==> src/rtl/udpck_pkg.sv <==
// Shared types, constants and one's complement helpers for the UDP checksum unit.
// Depends on nothing; every other file in rtl imports it.
`timescale 1ns / 1ps

package udpck_pkg;

   // Lane count limits and default.
   localparam int MAX_BYTES_PER_ITEM     = 8;
   localparam int DEFAULT_BYTES_PER_ITEM = 8;

   // Field widths fixed by the interface.
   localparam int PAYLOAD_W     = 64;
   localparam int COUNT_W       = 4;
   localparam int WORD16_W      = 16;
   localparam int TOTAL_W       = 17;
   localparam int HDR_SUM_W     = 21;
   localparam int CSR_INDEX_W   = 3;
   localparam int CSR_DATA_W    = 64;

   // Byte counter saturates here; payloads above the limit overflow the length field.
   localparam logic [TOTAL_W-1:0]  TOTAL_MAX        = 17'h1FFFF;
   localparam logic [TOTAL_W-1:0]  PAYLOAD_LIMIT    = 17'd65527;
   localparam logic [15:0]         UDP_HEADER_BYTES = 16'd8;
   localparam logic [15:0]         LENGTH_SATURATED = 16'hFFFF;
   localparam logic [7:0]          UDP_PROTOCOL     = 8'd17;

   // Configuration register indexes.
   typedef enum logic [CSR_INDEX_W-1:0] {
      CSR_IP_VERSION_SIX      = 3'd0,
      CSR_SOURCE_ADDRESS_HIGH = 3'd1,
      CSR_SOURCE_ADDRESS_LOW  = 3'd2,
      CSR_DEST_ADDRESS_HIGH   = 3'd3,
      CSR_DEST_ADDRESS_LOW    = 3'd4,
      CSR_SOURCE_PORT         = 3'd5,
      CSR_DEST_PORT           = 3'd6,
      CSR_PROTOCOL_NUMBER     = 3'd7
   } csr_index_type;

   // Input and result words.
   typedef struct packed {
      logic [PAYLOAD_W-1:0] payload_bytes;
      logic [COUNT_W-1:0]   valid_bytes;
      logic                 last_item;
   } req_word_type;

   typedef struct packed {
      logic [15:0] checksum_value;
      logic [15:0] datagram_length;
      logic        length_overflow;
   } rsp_word_type;

   // Control from the lane stage into the merge stage.
   typedef struct packed {
      logic move;
      logic last;
   } merge_ctrl_type;

   // A closed datagram waiting for the pseudo header.
   typedef struct packed {
      logic        valid;
      logic [15:0] sum;
      logic [15:0] len;
      logic        over;
   } stage_two_type;

   // First end-around fold of a wide sum; the result stays below 0x1FFFF.
   function automatic logic [16:0] ones_fold_wide(input logic [31:0] s);
      ones_fold_wide = {1'b0, s[15:0]} + {1'b0, s[31:16]};
   endfunction

   // Second fold; the carry cannot ripple out because the input is at most 0x1FFFE.
   function automatic logic [15:0] ones_fold_narrow(input logic [16:0] s);
      logic [16:0] t;
      t = {1'b0, s[15:0]} + {16'h0, s[16]};
      ones_fold_narrow = t[15:0];
   endfunction

   // Sum of the four 16-bit words of a 64-bit value.
   function automatic logic [17:0] words_of_64(input logic [63:0] v);
      words_of_64 = {2'b00, v[15:0]} + {2'b00, v[31:16]}
                  + {2'b00, v[47:32]} + {2'b00, v[63:48]};
   endfunction

endpackage

==> src/rtl/udp_pseudo_header_checksum_unit.sv <==
// UDP checksum unit top level: byte lanes, merge stage, pseudo header and result register.
// Depends on udpck_pkg, udpck_lane, udpck_merge and udpck_pseudo_hdr.
`timescale 1ns / 1ps

// Computes the UDP checksum of a datagram streamed as words of BYTES_PER_ITEM
// payload bytes, one word per cycle while req_stall is low, with no gaps
// required between words or datagrams. A word is registered into the byte
// lanes on acceptance, then summed into the running one's complement sum by
// the merge adder; on a last word the closed sum is registered in the merge
// stage, the pseudo header and length are added to it and the result is
// registered in the result register that drives rsp_valid. The byte counter
// and lane parity update every cycle, so throughput is one word per clock
// while req_stall is low; while a result waits on rsp_stall the merge stage
// holds one more closed datagram, and req_stall is raised only once the last
// word of a further datagram reaches the lanes. The pseudo header sum is
// registered in the cycle after a configuration write; the csr port is always ready.
module udp_pseudo_header_checksum_unit #(
   parameter int BYTES_PER_ITEM = udpck_pkg::DEFAULT_BYTES_PER_ITEM
) (
   input  logic                              clock,
   input  logic                              reset,
   input  logic                              req_valid,
   output logic                              req_stall,
   input  udpck_pkg::req_word_type           req_word,
   output logic                              rsp_valid,
   input  logic                              rsp_stall,
   output udpck_pkg::rsp_word_type           rsp_word,
   input  logic                              csr_valid,
   output logic                              csr_ready,
   input  logic [udpck_pkg::CSR_INDEX_W-1:0] csr_index,
   input  logic [udpck_pkg::CSR_DATA_W-1:0]  csr_data
);
   import udpck_pkg::*;

   localparam logic [COUNT_W-1:0] LANE_COUNT = COUNT_W'(BYTES_PER_ITEM);
   localparam int                 FINISH_W   = HDR_SUM_W + 1;

   logic                 accept;
   logic [COUNT_W-1:0]   byte_count;
   logic [TOTAL_W:0]     total_sum;
   logic [TOTAL_W-1:0]   new_total;
   logic                 new_over;
   logic [15:0]          new_len;
   logic [TOTAL_W-1:0]   byte_total_ff;
   logic [TOTAL_W-1:0]   byte_total_in;

   logic [BYTES_PER_ITEM-1:0][15:0] lane_word;
   logic [BYTES_PER_ITEM-1:0][15:0] lane_word_ff;
   logic                 lane_valid_ff;
   logic                 lane_valid_in;
   logic                 lane_last_ff;
   logic [15:0]          lane_len_ff;
   logic                 lane_over_ff;

   merge_ctrl_type       merge_ctrl;
   logic                 merge_advance;
   stage_two_type        stage_two;
   logic [HDR_SUM_W-1:0] hdr_sum;

   logic                 out_take;
   logic                 rsp_valid_ff;
   logic                 rsp_valid_in;
   rsp_word_type         rsp_word_ff;
   logic [FINISH_W-1:0]  finish_sum;
   logic [15:0]          finish_fold;

   // Handshakes.
   assign merge_ctrl.move = lane_valid_ff && (!lane_last_ff || merge_advance);
   assign merge_ctrl.last = lane_last_ff;
   assign req_stall       = lane_valid_ff && !merge_ctrl.move;
   assign accept          = req_valid && !req_stall;
   assign csr_ready       = 1'b1;

   // Byte count of this word and the saturating datagram length.
   always_comb begin
      byte_count = (req_word.valid_bytes > LANE_COUNT) ? LANE_COUNT : req_word.valid_bytes;
      total_sum  = {1'b0, byte_total_ff} + (TOTAL_W + 1)'(byte_count);
      new_total  = total_sum[TOTAL_W] ? TOTAL_MAX : total_sum[TOTAL_W-1:0];
      new_over   = new_total > PAYLOAD_LIMIT;
      new_len    = new_over ? LENGTH_SATURATED : (new_total[15:0] + UDP_HEADER_BYTES);
      if (!accept) begin
         byte_total_in = byte_total_ff;
      end else if (req_word.last_item) begin
         byte_total_in = '0;
      end else begin
         byte_total_in = new_total;
      end
   end

   // Byte lanes; a saturated count freezes the parity at odd.
   for (genvar k = 0; k < BYTES_PER_ITEM; k++) begin : g_lane
      logic [TOTAL_W:0] position;
      logic             odd;

      assign position = {1'b0, byte_total_ff} + (TOTAL_W + 1)'(k);
      assign odd      = (position >= {1'b0, TOTAL_MAX}) || position[0];

      udpck_lane u_lane (
         .lane_byte (req_word.payload_bytes[PAYLOAD_W-1-8*k -: 8]),
         .lane_used (COUNT_W'(k) < byte_count),
         .lane_odd  (odd),
         .lane_word (lane_word[k])
      );
   end

   // Lane stage registers.
   assign lane_valid_in = accept || (lane_valid_ff && !merge_ctrl.move);

   always_ff @(posedge clock) begin
      if (reset) begin
         byte_total_ff <= '0;
         lane_valid_ff <= 1'b0;
      end else begin
         byte_total_ff <= byte_total_in;
         lane_valid_ff <= lane_valid_in;
      end
      if (accept) begin
         lane_word_ff <= lane_word;
         lane_last_ff <= req_word.last_item;
         lane_len_ff  <= new_len;
         lane_over_ff <= new_over;
      end
   end

   udpck_merge #(
      .BYTES_PER_ITEM (BYTES_PER_ITEM)
   ) u_merge (
      .clock      (clock),
      .reset      (reset),
      .lane_words (lane_word_ff),
      .ctrl       (merge_ctrl),
      .item_len   (lane_len_ff),
      .item_over  (lane_over_ff),
      .out_take   (out_take),
      .advance    (merge_advance),
      .stage_two  (stage_two)
   );

   udpck_pseudo_hdr u_pseudo_hdr (
      .clock     (clock),
      .reset     (reset),
      .csr_write (csr_valid && csr_ready),
      .csr_index (csr_index),
      .csr_data  (csr_data),
      .hdr_sum   (hdr_sum)
   );

   // Finish: add the pseudo header and the length twice, fold and invert.
   always_comb begin
      finish_sum  = FINISH_W'(stage_two.sum) + FINISH_W'(hdr_sum)
                  + FINISH_W'({stage_two.len, 1'b0});
      finish_fold = ones_fold_narrow(ones_fold_wide(32'(finish_sum)));
   end

   // Result register.
   assign out_take     = stage_two.valid && (!rsp_valid_ff || !rsp_stall);
   assign rsp_valid_in = out_take || (rsp_valid_ff && rsp_stall);

   always_ff @(posedge clock) begin
      if (reset) begin
         rsp_valid_ff <= 1'b0;
      end else begin
         rsp_valid_ff <= rsp_valid_in;
      end
      if (out_take) begin
         rsp_word_ff.checksum_value  <= ~finish_fold;
         rsp_word_ff.datagram_length <= stage_two.len;
         rsp_word_ff.length_overflow <= stage_two.over;
      end
   end

   assign rsp_valid = rsp_valid_ff;
   assign rsp_word  = rsp_word_ff;

`ifndef SYNTH
   // A last word always restarts the byte count.
   assert property (@(posedge clock) disable iff (reset)
      accept && req_word.last_item |=> byte_total_ff == '0)
      else $error("byte count not cleared after last word");

   // Input only backs up behind a closed datagram.
   assert property (@(posedge clock) disable iff (reset)
      req_stall |-> lane_valid_ff && lane_last_ff && stage_two.valid)
      else $error("input stalled without a pending datagram");

   // An overflowed length is always reported saturated.
   assert property (@(posedge clock) disable iff (reset)
      rsp_valid && rsp_word.length_overflow |-> rsp_word.datagram_length == LENGTH_SATURATED)
      else $error("overflow reported with unsaturated length");
`endif

endmodule

==> src/rtl/udpck_lane.sv <==
// One byte lane: places a payload byte in the high or low half of a 16-bit word.
// Depends on udpck_pkg.
`timescale 1ns / 1ps

module udpck_lane (
   input  logic [7:0]  lane_byte,
   input  logic        lane_used,
   input  logic        lane_odd,
   output logic [15:0] lane_word
);
   import udpck_pkg::*;

   // Even datagram positions land in the high half, odd ones in the low half.
   always_comb begin
      if (!lane_used) begin
         lane_word = '0;
      end else if (lane_odd) begin
         lane_word = {8'h00, lane_byte};
      end else begin
         lane_word = {lane_byte, 8'h00};
      end
   end

endmodule

==> src/rtl/udpck_pseudo_hdr.sv <==
// Configuration registers and the registered pseudo header sum built from them.
// Depends on udpck_pkg.
`timescale 1ns / 1ps

module udpck_pseudo_hdr (
   input  logic                               clock,
   input  logic                               reset,
   input  logic                               csr_write,
   input  logic [udpck_pkg::CSR_INDEX_W-1:0]  csr_index,
   input  logic [udpck_pkg::CSR_DATA_W-1:0]   csr_data,
   output logic [udpck_pkg::HDR_SUM_W-1:0]    hdr_sum
);
   import udpck_pkg::*;

   logic        ip_version_six_ff;
   logic [63:0] source_address_high_ff;
   logic [63:0] source_address_low_ff;
   logic [63:0] dest_address_high_ff;
   logic [63:0] dest_address_low_ff;
   logic [15:0] source_port_ff;
   logic [15:0] dest_port_ff;
   logic [7:0]  protocol_number_ff;

   logic [HDR_SUM_W-1:0] hdr_sum_ff;
   logic [HDR_SUM_W-1:0] hdr_sum_in;
   logic [63:0]          src_high_used;
   logic [63:0]          src_low_used;
   logic [63:0]          dst_high_used;
   logic [63:0]          dst_low_used;
   logic [7:0]           protocol_used;

   // Register writes.
   always_ff @(posedge clock) begin
      if (reset) begin
         ip_version_six_ff      <= 1'b0;
         source_address_high_ff <= '0;
         source_address_low_ff  <= '0;
         dest_address_high_ff   <= '0;
         dest_address_low_ff    <= '0;
         source_port_ff         <= '0;
         dest_port_ff           <= '0;
         protocol_number_ff     <= UDP_PROTOCOL;
      end else if (csr_write) begin
         case (csr_index_type'(csr_index))
            CSR_IP_VERSION_SIX:      ip_version_six_ff      <= csr_data[0];
            CSR_SOURCE_ADDRESS_HIGH: source_address_high_ff <= csr_data;
            CSR_SOURCE_ADDRESS_LOW:  source_address_low_ff  <= csr_data;
            CSR_DEST_ADDRESS_HIGH:   dest_address_high_ff   <= csr_data;
            CSR_DEST_ADDRESS_LOW:    dest_address_low_ff    <= csr_data;
            CSR_SOURCE_PORT:         source_port_ff         <= csr_data[15:0];
            CSR_DEST_PORT:           dest_port_ff           <= csr_data[15:0];
            CSR_PROTOCOL_NUMBER:     protocol_number_ff     <= csr_data[7:0];
            default: begin
            end
         endcase
      end
   end

   // IPv4 uses only the low 32 address bits; IPv6 always carries protocol 17.
   always_comb begin
      if (ip_version_six_ff) begin
         src_high_used = source_address_high_ff;
         src_low_used  = source_address_low_ff;
         dst_high_used = dest_address_high_ff;
         dst_low_used  = dest_address_low_ff;
         protocol_used = UDP_PROTOCOL;
      end else begin
         src_high_used = '0;
         src_low_used  = {32'h0, source_address_low_ff[31:0]};
         dst_high_used = '0;
         dst_low_used  = {32'h0, dest_address_low_ff[31:0]};
         protocol_used = protocol_number_ff;
      end
      hdr_sum_in = HDR_SUM_W'(words_of_64(src_high_used))
                 + HDR_SUM_W'(words_of_64(src_low_used))
                 + HDR_SUM_W'(words_of_64(dst_high_used))
                 + HDR_SUM_W'(words_of_64(dst_low_used))
                 + HDR_SUM_W'(protocol_used)
                 + HDR_SUM_W'(source_port_ff)
                 + HDR_SUM_W'(dest_port_ff);
   end

   // The length-independent part of the pseudo header, registered in the cycle after the registers change.
   always_ff @(posedge clock) begin
      hdr_sum_ff <= hdr_sum_in;
   end

   assign hdr_sum = hdr_sum_ff;

endmodule

==> src/rtl/udpck_merge.sv <==
// Merge stage: adds the lane words into the running one's complement sum and
// holds a closed datagram's sum until the finish stage takes it. Depends on udpck_pkg.
`timescale 1ns / 1ps

module udpck_merge #(
   parameter int BYTES_PER_ITEM = udpck_pkg::DEFAULT_BYTES_PER_ITEM
) (
   input  logic                             clock,
   input  logic                             reset,
   input  logic [BYTES_PER_ITEM-1:0][15:0]  lane_words,
   input  udpck_pkg::merge_ctrl_type        ctrl,
   input  logic [15:0]                      item_len,
   input  logic                             item_over,
   input  logic                             out_take,
   output logic                             advance,
   output udpck_pkg::stage_two_type         stage_two
);
   import udpck_pkg::*;

   localparam int LANE_SUM_W = 16 + $clog2(BYTES_PER_ITEM + 1);

   logic [15:0]           running_sum_ff;
   logic [15:0]           running_sum_in;
   stage_two_type         stage_two_ff;
   stage_two_type         stage_two_in;
   logic [LANE_SUM_W-1:0] lane_sum;
   logic [15:0]           merged;

   // Adder over the lanes plus the running sum, folded back to 16 bits.
   always_comb begin
      lane_sum = LANE_SUM_W'(running_sum_ff);
      for (int k = 0; k < BYTES_PER_ITEM; k++) begin
         lane_sum = lane_sum + LANE_SUM_W'(lane_words[k]);
      end
      merged = ones_fold_narrow(ones_fold_wide(32'(lane_sum)));
   end

   assign advance = !stage_two_ff.valid || out_take;

   // Next state: a last word closes the datagram and restarts the sum.
   always_comb begin
      running_sum_in = running_sum_ff;
      stage_two_in   = stage_two_ff;
      if (out_take) begin
         stage_two_in.valid = 1'b0;
      end
      if (ctrl.move) begin
         if (ctrl.last) begin
            running_sum_in     = '0;
            stage_two_in.valid = 1'b1;
            stage_two_in.sum   = merged;
            stage_two_in.len   = item_len;
            stage_two_in.over  = item_over;
         end else begin
            running_sum_in = merged;
         end
      end
   end

   always_ff @(posedge clock) begin
      if (reset) begin
         running_sum_ff     <= '0;
         stage_two_ff.valid <= 1'b0;
      end else begin
         running_sum_ff     <= running_sum_in;
         stage_two_ff.valid <= stage_two_in.valid;
      end
      stage_two_ff.sum  <= stage_two_in.sum;
      stage_two_ff.len  <= stage_two_in.len;
      stage_two_ff.over <= stage_two_in.over;
   end

   assign stage_two = stage_two_ff;

endmodule

==> config.mk <==
export PLATFORM = sky130hd
export DESIGN_NAME = udp_pseudo_header_checksum_unit
export DESIGN_NICKNAME = d
export VERILOG_FILES = /design/src/rtl/udpck_pkg.sv /design/src/rtl/udp_pseudo_header_checksum_unit.sv /design/src/rtl/udpck_lane.sv /design/src/rtl/udpck_pseudo_hdr.sv /design/src/rtl/udpck_merge.sv
export SDC_FILE = /design/constraint.sdc
export NUM_CORES = 2
export LEC_CHECK = 0
export ABC_CLOCK_PERIOD_IN_PS = 8450
export BUFFER_PORTS_ARGS = -buffer_cell sky130_fd_sc_hd__buf_4
export CORE_MARGIN = 1.5
export CORE_UTILIZATION = 35
export DETAILED_ROUTE_END_ITERATION = 8
export SYNTH_ARGS = -nofsm -noshare
export SYNTH_HDL_FRONTEND = slang
export SYNTH_HIERARCHICAL = 1
export SYNTH_SLANG_ARGS = --single-unit
==> constraint.sdc <==
create_clock -name clock -period 8.45 [get_ports clock]
set_clock_uncertainty 0.2 [all_clocks]
set_input_delay 0.845 -clock clock [delete_from_list [all_inputs] [get_ports clock]]
set_output_delay 0.845 -clock clock [all_outputs]
set_load 0.1 [all_outputs]
# Word-level counts from Yosys, hierarchy flattened
# Cells that the tools add are included.
[op_classes]
n_addsub = 41
n_lt_le_gt_ge = 18
eq_ne = 7
muxes = 12
n_bitwise = 9
reduce_logical = 50
[ops]
columns = ["operator", "n"]
rows = [
  ["64-bit two-way mux", 4],
  ["18-bit by 16-bit adder with 18-bit output", 8],
  ["20-bit by 16-bit adder with 20-bit output", 7],
  ["18-bit by 17-bit greater-or-equal comparator with 1-bit output (second input constant)", 7],
  ["16-bit by 16-bit adder with 17-bit output", 5],
  ["17-bit by 3-bit adder with 18-bit output (second input constant)", 4],
  ["34-bit two-way mux", 2],
  ["21-bit by 16-bit adder with 21-bit output", 2],
  ["21-bit by 18-bit adder with 21-bit output", 2],
  ["17-bit by 2-bit adder with 18-bit output (second input constant)", 2],
  ["17-bit two-way mux", 2],
  ["2-bit AND reduction", 17],
  ["16-bit by 1-bit adder with 16-bit output", 2],
  ["16-bit by 21-bit adder with 22-bit output", 1],
  ["22-bit by 17-bit adder with 22-bit output", 1],
  ["21-bit by 8-bit adder with 21-bit output", 1],
  ["18-bit by 18-bit adder with 19-bit output", 1],
  ["17-bit by 1-bit adder with 18-bit output (second input constant)", 1],
  ["17-bit by 4-bit adder with 18-bit output", 1],
  ["16-bit by 4-bit adder with 17-bit output", 1],
  ["16-bit by 6-bit adder with 17-bit output", 1],
  ["17-bit greater-or-equal comparator (second input constant)", 1],
  ["17-bit by 16-bit greater-than comparator with 1-bit output (second input constant)", 1],
  ["16-bit by 4-bit adder with 16-bit output (second input constant)", 1],
  ["18 further kinds", 62],
]
[word_totals]
regBits = 566
in_bits = 141
out_inout_bits = 36
word_cells = 176

# Logic depth before layout (Yosys ltp)
[logic_depth]
ltp_word = 12
ltp_mapped = 35
depth_no_buf = 34

# By module
# The synthesis kept the hierarchy.
[by_module_without_submodules]
columns = ["module", "instances", "cells_each", "area_each_um2", "seq_area_each_um2"]
rows = [
  ["udpck_pseudo_hdr", 1, 2312, 19318.5, 6366.1],
  ["udp_pseudo_header_checksum_unit", 1, 688, 9300.2, 5755.5],
  ["udpck_merge", 1, 611, 6218.5, 1331.3],
  ["udpck_lane", 8, 18, 148.9, 0.0],
]

# Least setup slack after synthesis
# OpenSTA, ideal clock, no wires.
[synth_path]
kind = "reg-to-reg"
startpoint = "reg lane_word_ff[2] (netlist bit)"
endpoint = "reg u_merge.stage_two_ff (netlist bit u_merge/stage_two[29]) (data pin)"
setup_time_ps = 255
arrival_time_ps = 8199
required_ps = 7995
setup_slack_ps = -203
path_stages_with_launch = 33
path_buffers = 1
synth_period_minus_slack_ps = 8653
path_cell_list = "edfxtp_1 inv_1 fa_1 inv_1 fa_1 fa_1 inv_1 fa_1 inv_1 ha_1 fa_1 a211o_2 nand4_1 a21boi_0 o21a_1 o21a_1 o21a_1 o21a_1 or4b_2 nand3_1 ha_1 nand2b_1 a21oi_1 and3_1 clkbuf_1 nand3_1 nor3_1 ha_1 inv_1 nor4b_2 nand2_2 or4_1 and2_1"
[synth_between]
elab_chain_cells = 10
[synth_rtl]
columns = ["item", "line_no", "text"]
rows = [
  ["start: declaration", "udp_pseudo_header_checksum_unit.sv:48", "logic [BYTES_PER_ITEM-1:0][15:0] lane_word_ff;"],
  ["start signal: assignment", "udp_pseudo_header_checksum_unit.sv:118", "lane_word_ff <= lane_word;"],
  ["16-bit by 16-bit adder with 17-bit output", "udpck_merge.sv:33", "lane_sum = lane_sum + LANE_SUM_W'(lane_words[k]);"],
  ["20-bit by 16-bit adder with 20-bit output (7 in a row)", "udpck_merge.sv:33", ""],
  ["16-bit by 4-bit adder with 17-bit output", "udpck_pkg.sv:68", "ones_fold_wide = {1'b0, s[15:0]} + {1'b0, s[31:16]};"],
  ["16-bit by 1-bit adder with 16-bit output", "udpck_pkg.sv:74", "t = {1'b0, s[15:0]} + {16'h0, s[16]};"],
  ["named net u_merge.merged[12]", "udpck_merge.sv:27", "logic [15:0] merged;"],
  ["end: declaration", "udpck_merge.sv:24", "stage_two_type stage_two_ff;"],
]
# The timed path passes the listed nets, and every way through them passes these cells.
# A chain may end at the register's enable or synchronous reset.

# Worst setup path in the final report
# Ends and elaborated chain as after synthesis.

==> metrics <==
most used flip-flop cell after synthesis=sky130_fd_sc_hd__dfxtp_1; min Tclk post-route=8080 ps; clock-pin slew reported for the worst setup and hold paths after clock tree synthesis=around 60 ps; end-of-flow core utilization=0.401; Std-Cell Rows=117; mean routed wirelength per cell=18.4 um; source of the worst register-to-register timing path=lane_word_ff[2]; count of unresolved DRC violations after routing=0; final hold vios=0; fraction of the cycle the final worst path needs=0.957; nature of the critical path endpoint=register; Pre-Repair DR Iteration Count=5; number of nets with antenna violations after detailed routing=0; Total Negative Setup Slacks=0 ps; count of hold-fix buffers inserted at cts=0; CTS root buf=sky130_fd_sc_hd__clkbuf_16; Die Width=324 um; initial standard-cell utilization of the core=0.354; DR vias=between 20,000 and 30,000; crit path launch type=register; share of final-layout standard cells stronger than drive strength 1=0.105; top cell type's share of synthesized area=0.216; Arrival @ worst endpoint=8250 ps; Tightest Pin Transition=1530 ps; Pwr per Cell Area=324 mW/mm^2; placer congestion estimate=0.889; vias in the first global route=25,450; leading post-synthesis cells by instance count=sky130_fd_sc_hd__nand2_1, sky130_fd_sc_hd__inv_1, sky130_fd_sc_hd__fa_1; post-synth cell types=103; count of port buffers added during placement=about 180; violated checks=slew limit; Fin Hold WS=215 ps; Leak Pwr=17.3 nW; worst path setup slack after routing=approximately 370 ps; IR drop worst, VDD=between 300 and 400 uV; Ys Warns=6; number of buffers added by the clock tree synthesis step=66; average vias per placed instance=4.85; status=complete, but fails checks; number of enable flip-flop cells after synthesis=around 210; launching instance or port of the critical path=lane_word_ff[2]; pin count of the biggest net entering global routing=237; highest-delay cell along the critical path=sky130_fd_sc_hd__or4b_2; clock latency of the later-clocked register in the worst-skew pair=roughly 630 ps; global route total overflow=0; sinks on the clock net=566; initial antenna violation count=13; stage delay of the slowest cell on the critical path=630 ps; count of nets after finishing=4,507; post-synth top area cell=sky130_fd_sc_hd__fa_1; f_max=approximately 0.12 GHz; full die area=0.105 mm^2; global-route wire length before repair=151 mm; post-route cell area=between 0.04 and 0.05 mm^2; drt initial violations=2,036; Worst EP required=between 8000 and 9000 ps; mean instance size in the synthesized netlist=9.59 um^2; total track usage=0.189; worst-path fanout max=5; max-capacitance violation count=0; final setup violation count=0; area growth from synthesis to final layout=13.4%; post-synthesis instance area=approximately 0.036 mm^2; DP Area=0.0386 mm^2; flops & latches, synth=about 570; floorplan die height=324 um; relative slew slack=-0.0214; Hold Crit Class=reg2reg; start point of the worst min-delay path=lane_len_ff[11]; cell count after synthesis=3,755; pre-CTS setup slack=between 80 and 90 ps; DP Wirelength=72.5 mm; Core Region=0.102 mm^2; I/O pin cnt=between 150 and 200; Async SR Flop Fraction=0; WL final=between 90 and 100 mm; top cells by area, synth=sky130_fd_sc_hd__fa_1, sky130_fd_sc_hd__dfxtp_1, sky130_fd_sc_hd__edfxtp_1; Post-Synthesis Net Count=4,390; startpoint-to-endpoint class of the critical path=reg2reg; cell with the most instances after synthesis=sky130_fd_sc_hd__nand2_1; sequential share of the synthesized area=0.373; CTS tree=done; max-slew violation count=62; H-tree depth=3; clk buf depth=3
==> placed cells by master, fill, tap and decap left out, drive strengths merged, types with 91 or more instances in the layout <==
| cell type | count |
|---|---|
| nor2 | 91 |
| edfxtp | 212 |
| buf | 203 |
| nand2 | 776 |
| inv | 594 |
| fa | 389 |
| ha | 105 |
| dfxtp | 354 |
| clkbuf | 94 |
| a21oi | 349 |
==> flip-flops by register name (all words and copies together), names as in the netlist, 16 cells and up <==
name,count
u_pseudo_hdr/dest_address_high_ff,64
u_merge/stage_two,34
byte_total_ff,17
lane_word_ff,128
u_merge/running_sum_ff,16
u_pseudo_hdr/hdr_sum,21
rsp_word,33
u_pseudo_hdr/source_address_high_ff,64
lane_len_ff,16
u_pseudo_hdr/source_address_low_ff,64
u_pseudo_hdr/source_port_ff,16
u_pseudo_hdr/dest_address_low_ff,64
u_pseudo_hdr/dest_port_ff,16
==> cell type report <==
class,count,area (um^2)
Inverter,587,2210
Tap cell,1368,1710
Antenna cell,5,12.5
Clock inverter,24,289
Clock buffer,94,1870
Fill cell,10196,61000
Timing Repair Buffer,203,1560
Multi-Input combinational cell,2448,19800
Sequential cell,566,13500
==> logic make-up after synthesis <==
| logic type | after synthesis | synth area share |
|---|---|---|
| fa+ha+maj | 495 | 0.253 |
| other cells | 1 | 0.000104 |
| flops | 566 | 0.373 |
| simple gates | 1282 | 0.170 |
| mux | 4 | 0.00111 |
| xor+xnor | 96 | 0.0240 |
| buf+inv | 741 | 0.0814 |
| compound gates | 570 | 0.0970 |
==> metrics by stage <==
step	cells	total power, mW
finish	5295	13.2
global route	5295	14.1
CTS	5289	13.2
detailed placement	5171	10.3
global placement	5171	10.2
floorplan	3755	8.50
==> report_power, final <==
part           internal, mW  switching [mW]
combinational          2.58            4.48
sequential             3.19           0.108
clock                  1.66            1.23
total                  7.43            5.82
==> path summary, 6_finish.rpt <==
check | to | cells after the start | slack, ps
worst min register to register | u_merge/stage_two[12] | 0 | 210
worst max register to register | u_merge/stage_two[29] | 28 | 370
worst min-delay path | u_merge/stage_two[12] | 0 | 210
worst max-delay path | u_merge/stage_two[29] | 28 | 370
==> worst max-delay path: cells and delay by family (launching register included) <==
kind            cells  cell delay (ps)
compound gates      8             1790
buf+inv             4              200
simple gates        9             2340
fa+ha+maj           7             2930
flops               1              330
==> per-layer routing <==
metal / global-route usage / up-vias / part of all wire
met1: 0.276 / 12581 / 0.47
met3: 0.0327 / 136 / 0.066
met4: 0.0563 / 6 / 0.024
met2: 0.286 / 702 / 0.44
li1: - / 12231 / -
met5: 0 / - / 0.00040
==> what timing repair did <==
action                                  4_1_cts  5_1_grt
setup buffers                                 0        1
resized for setup                             0        7
endpoints found under the setup margin        0       18
Power figures use the tool's default switching activity.
